### src/sv/qrrs_pkg.sv
`timescale 1ns / 1ps

package qrrs_pkg;

  // Fixed widths of the request and result fields.
  localparam int FIELD_W = 16;
  localparam int ROOT_W  = 40;

  // Classification of one request.
  typedef enum logic [1:0] {
    OUT_NONE   = 2'd0,
    OUT_DOUBLE = 2'd1,
    OUT_TWO    = 2'd2,
    OUT_AZERO  = 2'd3
  } outcome_e;

  typedef struct packed {
    logic signed [FIELD_W-1:0] coef_a;
    logic signed [FIELD_W-1:0] coef_b;
    logic signed [FIELD_W-1:0] coef_c;
  } qrrs_req_t;

  typedef struct packed {
    outcome_e                 outcome;
    logic signed [ROOT_W-1:0] root_plus;
    logic signed [ROOT_W-1:0] root_minus;
  } qrrs_res_t;

  // Direction of the fraction left over by an inexact square root.
  typedef struct packed {
    logic nz;
    logic neg;
  } qrrs_eps_t;

endpackage

### src/sv/qrrs_front.sv
`timescale 1ns / 1ps

module qrrs_front import qrrs_pkg::*; #(
  parameter int CW = 16
) (
  input  logic              clk_i,
  input  logic              rst_ni,
  input  logic              valid_i,
  input  qrrs_req_t         req_i,
  output logic              valid_o,
  output logic [2*CW:0]     disc_o,
  output outcome_e          outcome_o,
  output logic signed [CW-1:0] a_o,
  output logic signed [CW-1:0] b_o
);

  localparam int DW = 2 * CW + 2;

  logic              v0_q, v1_q, v2_q;
  logic signed [CW-1:0] a0_q, b0_q, c0_q, a1_q, b1_q, a2_q, b2_q;
  logic signed [2*CW-1:0] bb_q, ac_q, bb_d, ac_d;
  logic signed [DW-1:0]   disc_d;
  logic [DW-1:0]          disc_q;
  logic [31:0]            ea, eb, ec;
  outcome_e               out_d, out_q;

  // Upper bits beyond the coefficient width are dropped, missing ones read as zero.
  assign ea = 32'($unsigned(req_i.coef_a));
  assign eb = 32'($unsigned(req_i.coef_b));
  assign ec = 32'($unsigned(req_i.coef_c));

  // Stage one: capture the coefficients.
  always_ff @(posedge clk_i or negedge rst_ni) begin
    if (!rst_ni) begin
      v0_q <= 1'b0;
    end else begin
      v0_q <= valid_i;
    end
  end

  always_ff @(posedge clk_i) begin
    a0_q <= ea[CW-1:0];
    b0_q <= eb[CW-1:0];
    c0_q <= ec[CW-1:0];
  end

  // Stage two: the two products.
  assign bb_d = b0_q * b0_q;
  assign ac_d = a0_q * c0_q;

  always_ff @(posedge clk_i or negedge rst_ni) begin
    if (!rst_ni) begin
      v1_q <= 1'b0;
    end else begin
      v1_q <= v0_q;
    end
  end

  always_ff @(posedge clk_i) begin
    bb_q <= bb_d;
    ac_q <= ac_d;
    a1_q <= a0_q;
    b1_q <= b0_q;
  end

  // Stage three: the discriminant and the classification.
  assign disc_d = DW'(bb_q) - (DW'(ac_q) <<< 2);

  always_comb begin
    if (a1_q == '0) begin
      out_d = OUT_AZERO;
    end else if (disc_d[DW-1]) begin
      out_d = OUT_NONE;
    end else if (disc_d == '0) begin
      out_d = OUT_DOUBLE;
    end else begin
      out_d = OUT_TWO;
    end
  end

  always_ff @(posedge clk_i or negedge rst_ni) begin
    if (!rst_ni) begin
      v2_q <= 1'b0;
    end else begin
      v2_q <= v1_q;
    end
  end

  always_ff @(posedge clk_i) begin
    disc_q <= disc_d;
    out_q  <= out_d;
    a2_q   <= a1_q;
    b2_q   <= b1_q;
  end

  assign valid_o   = v2_q;
  assign disc_o    = disc_q[2*CW:0];
  assign outcome_o = out_q;
  assign a_o       = a2_q;
  assign b_o       = b2_q;

endmodule

### config.mk
export PLATFORM = sky130hd
export DESIGN_NAME = qrrs_front
export DESIGN_NICKNAME = d
export VERILOG_FILES = /design/src/sv/qrrs_pkg.sv /design/src/sv/qrrs_front.sv
export SDC_FILE = /design/constraint.sdc
export NUM_CORES = 2
export LEC_CHECK = 0
export BUFFER_PORTS_ARGS = -buffer_cell sky130_fd_sc_hd__buf_4
export CORE_MARGIN = 2
export CORE_UTILIZATION = 44
export CTS_BUF_LIST = sky130_fd_sc_hd__clkbuf_16
export CTS_CLUSTER_DIAMETER = 100
export DETAILED_ROUTE_END_ITERATION = 10
export SLEW_MARGIN = 10
export SYNTH_ARGS = -nofsm -noshare
export SYNTH_HDL_FRONTEND = slang
export SYNTH_SLANG_ARGS = --single-unit
### constraint.sdc
create_clock -name clk_i -period 7.65 [get_ports clk_i]
set_input_delay 0.765 -clock clk_i [delete_from_list [all_inputs] [get_ports clk_i]]
set_output_delay 0.765 -clock clk_i [all_outputs]
set_load 0.005 [all_outputs]
==> metrics <==
layout cells sized above 1 about 7.5%; period utilization about nine tenths; drt pass-1 iters 8; root buffer selected by CTS clkbuf_16; Post-synth EDFFs 0; setup TNS 0 ns; worst-path fanout max 22; FF-to-FF Start b0_q[1]; # Post-CTS Setup Buffers 0; Setup CP Type reg -> reg; RR Endpoint bb_q[30]; antenna-violating nets left 0; cell area after synthesis approximately 25000 um^2; PostCTS Resize Cnt 0; post-DR wirelength/cell ~16 um; hold path cells 1; most common cell in the synthesized netlist inv_1; fin crit period 6.93 ns; # DRC 0; final count of negative-setup-slack endpoints 0; CTS buffer count 27; vias in the first global route between 15000 and 20000; sequential area share after synthesis between 10% and 20%; # hold bufs at CTS 1; synth top area cells fa_1, dfxtp_1, ha_1, inv_1, and2_1; die height between 200 and 250 um; CTS sink cnt 210; largest net degree at the start of global routing 23; fmax between 0.1 and 0.15 GHz; Hold Path End a0_q[11]; clk slew on worst S/H paths 0.07 ns; Mapped Cells roughly 2600; Primary FF master, synth dfxtp_1; Seq cells post-synth between 200 and 250; Max-cap violations 0; clock tree from TritonCTS done; Hold/Removal Path Class in -> reg; top cells by count, synth inv_1, fa_1, nand2_1, dfxtp_1, ha_1; R2R cell count 20; vias per std cell approximately 5.0; H-tree Lvls 1; CP required about 8.1 ns; RSZ-0062 raised after global routing no; DP HPWL 46.0 mm; HP Start req_i[43]; worst skew pair latency about 0.56 ns; Die X approximately 240 um; Reg2Reg Setup Slack between 0.7 and 0.8 ns; Area Overhead vs Synth 10.4%; clock skew 0.0158 ns; global route overflow 0; IO Port Bufs between 100 and 150; total number of vias 17100; Worst Tran Pin Value 0.950 ns; Crit. End Element register; Core ar. between 50000 and 60000 um^2; clock buffer depth 3; first-pass GRT wire length just over 90 mm; Post-Route WL around 54 mm; WP data arrival between 7 and 8 ns; gr usage total between 10% and 20%; Layout fillers 5436; die area around 59000 um^2; Placer Congestion between 0.8 and 0.9; Rows 87; Slew headroom roughly 36%; syn_area_per_cell about 9.7 um^2; Initial Utilization approximately 44%; initial antenna violation count 0; max-slew violation count 0; synth unique cells between 70 and 80; final hold viol count 0; Syn. warnings 0; DRT iter0 DRCs approximately 850; Final nets ~3400; async set-reset flop share out of synthesis about 1.4%; status complete, no violations; share of Yosys cell area claimed by the top area cell type roughly two fifths; IO Pins between 100 and 150; post-synth top area cell fa_1; Synth Net Count 3327; kind of start point of the critical path register
metal layers:
layer / global-route usage (%) / wire length, um
met5: 0 / 0
met4: 4.94 / 1160
met3: 3.20 / 3100
met2: 33.4 / 26900
met1: 26.1 / 23300
worst max path at each step:
stage / from / end / slack, ns / cells past startpoint
5_1_grt: b0_q[1] / bb_q[30] / 0.37 / 20
4_1_cts: b0_q[3] / bb_q[30] / 0.68 / 22
2_1_floorplan: b0_q[9] / bb_q[30] / 1.59 / 21
3_5_place_dp: b0_q[3] / bb_q[30] / 0.73 / 22
6_report: b0_q[1] / bb_q[30] / 0.72 / 20
3_3_place_gp: b0_q[1] / bb_q[30] / 0.95 / 20
sequential cells by signal, indices dropped and copies added, names as in the netlist:
| register | count |
|---|---|
| a0_q | 16 |
| a1_q | 16 |
| a_o | 16 |
| ac_q | 32 |
| b0_q | 16 |
| b1_q | 15 |
| b_o | 15 |
| bb_q | 31 |
| c0_q | 16 |
| disc_q | 32 |
| outcome_o | 2 |
| v0_q | 1 |
| v1_q | 1 |
| valid_o | 1 |
cell type report:
cell class | instances | area [um^2] | area share [%]
Multi-Input combinational cell | 1647 | 18000 | 65.3
Clock buffer | 27 | 676 | 2.46
Sequential cell | 210 | 4220 | 15.3
Antenna cell | 2 | 5.00 | 0.0182
Tap cell | 756 | 946 | 3.44
Inverter | 654 | 2450 | 8.93
Timing Repair Buffer | 136 | 1020 | 3.72
Clock inverter | 21 | 203 | 0.737
cell usage in the layout, fill, tap and decap left out, types with 12 or more instances in the layout:
master     instances
ha_1             198
nor2_1            80
a21o_1            31
nand2b_1          16
xor2_1            22
buf_4            135
fa_1             497
nor2b_1           12
and2_1           171
nand2_1          222
a21oi_1           75
o21a_1            16
o21ai_0           48
inv_1            656
o21bai_1          12
dfxtp_1          207
clkbuf_16         27
xnor2_1           79
nor3_1            22
nand3_1           22
cells by family after synthesis:
family	Yosys count	synth area share, %
and+or+nand+nor	595	11.9
DFF	210	16.9
buffers and inverters	724	11.0
muxes	6	0.251
other	1	0.0151
adders and majority gates	695	49.9
AOI/OAI and AO/OA	249	6.47
xor gates and xnor gates	101	3.55
worst max-delay path, cell delays in order, from the launching register on:
cell,delay [ns]
dfxtp_1,0.88
nand2_1,0.20
fa_1,0.51
fa_1,0.53
fa_1,0.53
inv_1,0.06
fa_1,0.48
fa_1,0.49
inv_1,0.05
fa_1,0.48
inv_1,0.04
ha_1,0.33
a211oi_1,0.35
nor3_1,0.11
o31a_1,0.26
a211oi_1,0.43
o21ai_0,0.25
a21oi_1,0.36
o311ai_0,0.20
a21oi_1,0.20
xnor2_1,0.13
through the flow:
step                      std cells  util (%)  setup WS [ns]  area, um^2  hold WS, ns
final                          3453      48.9          0.718       27500        0.297
after global routing           3451      48.9          0.373       27500        0.259
after CTS                      3451      48.9          0.678       27500        0.256
after detailed placement       3402      47.3          0.728       26600        0.312
after global placement         3402      47.3          0.951       26600        0.309
after floorplan                2581         -           1.59       24900        0.310
Power is not shown: default switching activity piles up to over one toggle a cycle in this logic, so the estimate is an artifact.
