$ cat src/sv/qrrs_pkg.sv
`timescale 1ns / 1ps

package qrrs_pkg;

  // Fixed widths of the request and result fields.
  localparam int FIELD_W = 16;
  localparam int ROOT_W  = 40;

  // Classification of one request.
  typedef enum logic [1:0] {
    OUT_NONE   = 2'd0,
    OUT_DOUBLE = 2'd1,
    OUT_TWO    = 2'd2,
    OUT_AZERO  = 2'd3
  } outcome_e;

  typedef struct packed {
    logic signed [FIELD_W-1:0] coef_a;
    logic signed [FIELD_W-1:0] coef_b;
    logic signed [FIELD_W-1:0] coef_c;
  } qrrs_req_t;

  typedef struct packed {
    outcome_e                 outcome;
    logic signed [ROOT_W-1:0] root_plus;
    logic signed [ROOT_W-1:0] root_minus;
  } qrrs_res_t;

  // Direction of the fraction left over by an inexact square root.
  typedef struct packed {
    logic nz;
    logic neg;
  } qrrs_eps_t;

endpackage

$ cat src/sv/qrrs_div.sv
`timescale 1ns / 1ps

module qrrs_div import qrrs_pkg::*; #(
  parameter int KW = 35,
  parameter int MW = 17,
  parameter int SW = 2
) (
  input  logic                 clk_i,
  input  logic                 rst_ni,
  input  logic                 valid_i,
  input  logic signed [KW-1:0] num_i,
  input  qrrs_eps_t            eps_i,
  input  logic [MW-1:0]        den_i,
  input  logic [SW-1:0]        side_i,
  output logic                 valid_o,
  output logic [KW-2:0]        quo_o,
  output logic                 neg_o,
  output logic [SW-1:0]        side_o
);

  localparam int DV = KW - 1;

  logic          v_q   [DV+1];
  logic [DV-1:0] dq_q  [DV+1];
  logic [MW-1:0] rem_q [DV+1];
  logic [MW-1:0] den_q [DV+1];
  logic          neg_q [DV+1];
  logic [SW-1:0] side_q[DV+1];

  logic          num_neg, num_zero, dec, neg_d;
  logic [KW-1:0] mag;
  logic [DV-1:0] dvd_d;

  // A leftover fraction pointing toward zero lowers the magnitude by one
  // before the floor division.
  always_comb begin
    num_neg  = num_i[KW-1];
    num_zero = num_i == '0;
    mag      = num_neg ? KW'(0) - KW'(num_i) : KW'(num_i);
    dec      = eps_i.nz && !num_zero && (num_neg != eps_i.neg);
    dvd_d    = mag[DV-1:0] - DV'(dec);
    neg_d    = num_neg || (num_zero && eps_i.nz && eps_i.neg);
  end

  always_ff @(posedge clk_i or negedge rst_ni) begin
    if (!rst_ni) begin
      v_q[0] <= 1'b0;
    end else begin
      v_q[0] <= valid_i;
    end
  end

  always_ff @(posedge clk_i) begin
    dq_q[0]   <= dvd_d;
    rem_q[0]  <= '0;
    den_q[0]  <= den_i;
    neg_q[0]  <= neg_d;
    side_q[0] <= side_i;
  end

  // Restoring division, one quotient bit per stage.
  for (genvar j = 0; j < DV; j++) begin : g_stage
    logic [MW:0] r2, r2_sub;
    logic        ge;

    always_comb begin
      r2     = {rem_q[j], dq_q[j][DV-1]};
      ge     = r2 >= {1'b0, den_q[j]};
      r2_sub = r2 - {1'b0, den_q[j]};
    end

    always_ff @(posedge clk_i or negedge rst_ni) begin
      if (!rst_ni) begin
        v_q[j+1] <= 1'b0;
      end else begin
        v_q[j+1] <= v_q[j];
      end
    end

    always_ff @(posedge clk_i) begin
      rem_q[j+1]  <= ge ? r2_sub[MW-1:0] : r2[MW-1:0];
      dq_q[j+1]   <= {dq_q[j][DV-2:0], ge};
      den_q[j+1]  <= den_q[j];
      neg_q[j+1]  <= neg_q[j];
      side_q[j+1] <= side_q[j];
    end
  end

  assign valid_o = v_q[DV];
  assign quo_o   = dq_q[DV];
  assign neg_o   = neg_q[DV];
  assign side_o  = side_q[DV];

endmodule

$ cat config.mk
export PLATFORM = sky130hd
export DESIGN_NAME = qrrs_div
export DESIGN_NICKNAME = d
export VERILOG_FILES = /design/src/sv/qrrs_pkg.sv /design/src/sv/qrrs_div.sv
export SDC_FILE = /design/constraint.sdc
export NUM_CORES = 2
export LEC_CHECK = 0
export BUFFER_PORTS_ARGS = -buffer_cell sky130_fd_sc_hd__buf_2
export CAP_MARGIN = 25
export CORE_ASPECT_RATIO = 1.75
export CORE_MARGIN = 3
export CORE_UTILIZATION = 35
export DETAILED_ROUTE_END_ITERATION = 8
export SLEW_MARGIN = 25
export SYNTH_ARGS = -nofsm -noshare
export SYNTH_HDL_FRONTEND = slang
export SYNTH_SLANG_ARGS = --single-unit
$ cat constraint.sdc
create_clock -name clk_i -period 4.03 [get_ports clk_i]
set_input_delay 0.806 -clock clk_i [delete_from_list [all_inputs] [get_ports clk_i]]
set_output_delay 0.806 -clock clk_i [all_outputs]
set_load 0.01 [all_outputs]
==> flow_summary.yaml <==
cts:
  cts-root-buf: "clkbuf_16"
  ctsLongestPathBuffers: 4
  cts_tree: "yes"
  cts.clk_slew.worst_paths_ns: 0.06
  clock_latency_ns: 0.88
  htreeDepth: 4
  numCtsBuffers: 224
  cts.sinks: 2469
placed_design:
  globalplace.congestion: 0.915
  dpl.cell_count: 10700
  dp_slack_ns: -0.401
  hpwl_microns: 129000
  io_buffers: 96
  dpl_cell_area_sq_um: 89200
floorplanning:
  io_pins: 97
  die_area_sq_um: 246000
  core_sq_um: 238000
  fp.dieH_microns: 654
  start_util_pct: 35.2
  fp-row-count: 237
  die_x_microns: 376
global_routing:
  grt_pass1_wl_microns: 269000
  grt_start_max_net_pins: 48
  antenna_found_initial: 4
  grt_pass1_vias: 55200
  grt_use_total_pct: 13.5
  grt-ovfl-total: 0
power_and_ir_drop:
  p_per_area_nw_per_um2: 768
  ir_worst_vdd_v: 0.000407
  p_int_uw: 52000
  leakage_uw: 0.0434
  p_comb_share_pct: 29.6
  p_sw_uw: 22600
  clock_power_share_pct: 29.5
  switching_share_pct: 30.3
  pwr-share-seq_pct: 40.9
drt:
  avgRoutedWirePerCell_microns: 15.3
  drt_first_pass_iters: 5
  ant_nets: 0
  routed_via_density: 4.67
  drtIter0Drc: 1638
  vias: 51800
  wirelength_microns: 170000
  drc: 0
hold_path:
  hold_path_class: "primary input to flip-flop"
synthesis:
  avgSynthCellArea_sq_um: 11.3
  yosys_warnings: 0
  ys.flop_type: "dfxtp_1"
  yosysTopAreaCellShare_pct: 58.0
  synth_nets: 8071
  ys_types: 86
  netlist_area_sq_um: 84000
  yosysSeqAreaShare_pct: 59.1
  ys_ff_latch: 2469
  synthArstFlopShare_pct: 1.42
  ys_top_cells_by_count: "2434 x dfxtp_1, 754 x inv_1, 566 x ha_1, 371 x nand2_1, 356 x a21oi_1"
  synthTopCellsByArea: "dfxtp_1 58%, ha_1 8.4%, mux2_2 4.6%"
  yosys.area.top_type: "dfxtp_1"
  synth-edff-count: 0
  synth.most_common_cell: "dfxtp_1"
  syn_inst: 7414
critical_path:
  critPathMaxFanout: 18
  end_kind: "flip-flop"
  slowest_stage: "o311ai_0"
  path_class: "flip-flop to flip-flop"
  cp.arrival_ns: 4.60
  required_ns: 4.79
  path_cells: "inv_1, ha_1, fa_1, nor2b_1, o2111ai_1, and3_1, o311ai_0, buf_4, a2111oi_0, nor3_1, nor4_1, nor2_1, buf_12, mux2_2"
  worstSetupStartpointType: "flip-flop"
  crit_path_max_incr_delay_ns: 0.56
timing:
  fin_crit_sh_pct: 95.4
  rsz0062_at_grt: "false"
  slew_viol_final: 0
  fin_crit_ns: 3.84
  layout_setup_ws_ns: 0.187
  clock_skew_ns: 0.0830
  max_freq_mhz: 260
  setup_violations: 0
  finalHoldViolCount: 0
  slew_headroom_pct: 22.8
  tightest_slew_ns: 1.15
  setup-tns-final_ns: 0
run:
  drv_cap: 0
cells_and_area:
  area_delta_synth_final_pct: 15.8
  drive_gt1_share_pct: 13.0
  final_cell_count_no_fill: 11100
  design_area_sq_um: 97200
  layout.nets: 8454
run_status:
  status: "finished, final reports clean"
state kept, by name (all words and copies together), names as in the netlist:
name,cells
side_q,70
neg_q,35
v_q,34
rem_q,561
valid_o,1
dq_q,1190
den_q,578
layer usage:
metal	vias to the layer above	track usage, %	wire, microns
li1	26000	-	-
met1	24400	9.47	48700
met2	906	29.5	101000
met3	574	2.10	5320
met4	0	10.9	14800
met5	-	0	0
critical path: cells and delay by family (launching register included):
kind	cells	cell delay, ns
AND/OR/NAND/NOR	5	1.16
AO/OA/AOI/OAI	3	0.82
adder cells (fa/ha/maj)	2	0.61
buffers and inverters	3	0.45
multiplexers	1	0.35
flip-flops	1	0.31
power by group through the flow:
stage / Sequential [uW] / Clock [uW] / Combinational (uW)
CTS: 30500 / 22900 / 22200
floorplan: 30600 / 0 / 16300
detailed placement: 31100 / 0 / 22000
global placement: 31000 / 0 / 21300
finish: 30500 / 22000 / 22100
global route: 30900 / 23800 / 24400
cell usage in the layout, fill, tap and decap left out, drive strengths merged, types with 42 or more instances in the layout:
cell type	Yosys	routed
nand2b	50	50
clkinv	2	51
o21bai	54	54
o31ai	56	56
mux2	340	340
nor3	122	122
a21o	142	142
buf	16	231
xor2	165	165
or3	42	42
o21a	58	58
nand3	67	67
dfxtp	2434	2434
o21ai	259	259
mux2i	56	56
nor2b	112	112
a31oi	56	56
nand4	80	80
a21oi	356	356
inv	754	758
or2	54	54
xnor2	299	299
nor4	44	44
nor2	327	327
ha	566	566
clkbuf	76	302
nand2	371	371
worst paths after layout:
check / from / endpoint / slack (ns) / depth (start not counted)
worst min register to register: dq_q[7][29] / dq_q[8][30] / 0.25 / 0
min in group asynchronous: rst_ni / v_q[32] / 0.58 / 2
worst max-delay path: dq_q[6][33] / rem_q[7][3] / 0.19 / 14
worst max register to register: dq_q[6][33] / rem_q[7][3] / 0.19 / 14
max in group asynchronous: rst_ni / v_q[13] / 3.00 / 2
worst min-delay path: valid_i / v_q[34] / 0.10 / 1
cells by family (layout without fill, tap and decap cells):
kind of cell | count (synthesis) | count (layout) | synth area share, %
fa+ha+maj | 598 | 598 | 9.20
compound gates | 1264 | 1264 | 9.78
buf+inv | 848 | 1404 | 3.81
flops | 2469 | 2469 | 59.1
simple gates | 1375 | 1375 | 8.07
other cells | 0 | 17 | 0
xor+xnor | 464 | 464 | 4.84
mux | 396 | 396 | 5.23
layout make-up:
type / count / area (sq um)
clock inverters: 97 / 1290
flip-flops and latches: 2469 / 49600
multi-input cells: 4097 / 31300
fillers: 22600 / 141000
clock buffers: 302 / 6440
well taps: 3107 / 3890
inverters: 756 / 2840
repair buffers: 249 / 1820
diodes: 17 / 42.5
timing repair:
| item | CTS | global route |
|---|---|---|
| resized for setup | 1 | 3 |
| buffers inserted | 0 | 2 |
| gates cloned | 0 | 0 |
| hold buffers | 18 | 0 |
| hold endpoints to repair | 52 | 0 |
| setup endpoints to repair | 16 | 45 |
| pin swaps | 0 | 1 |
through the flow:
step,hold slack [ns],total power (uW),util [%]
after floorplan,0.310,46800,-
after global placement,0.310,52200,37.4
after detailed placement,0.312,53100,37.4
after CTS,0.0130,75600,40.7
after global routing,0.0290,79100,40.8
final,0.104,74600,40.8
Note: power is estimated with default switching activity, not from simulation.
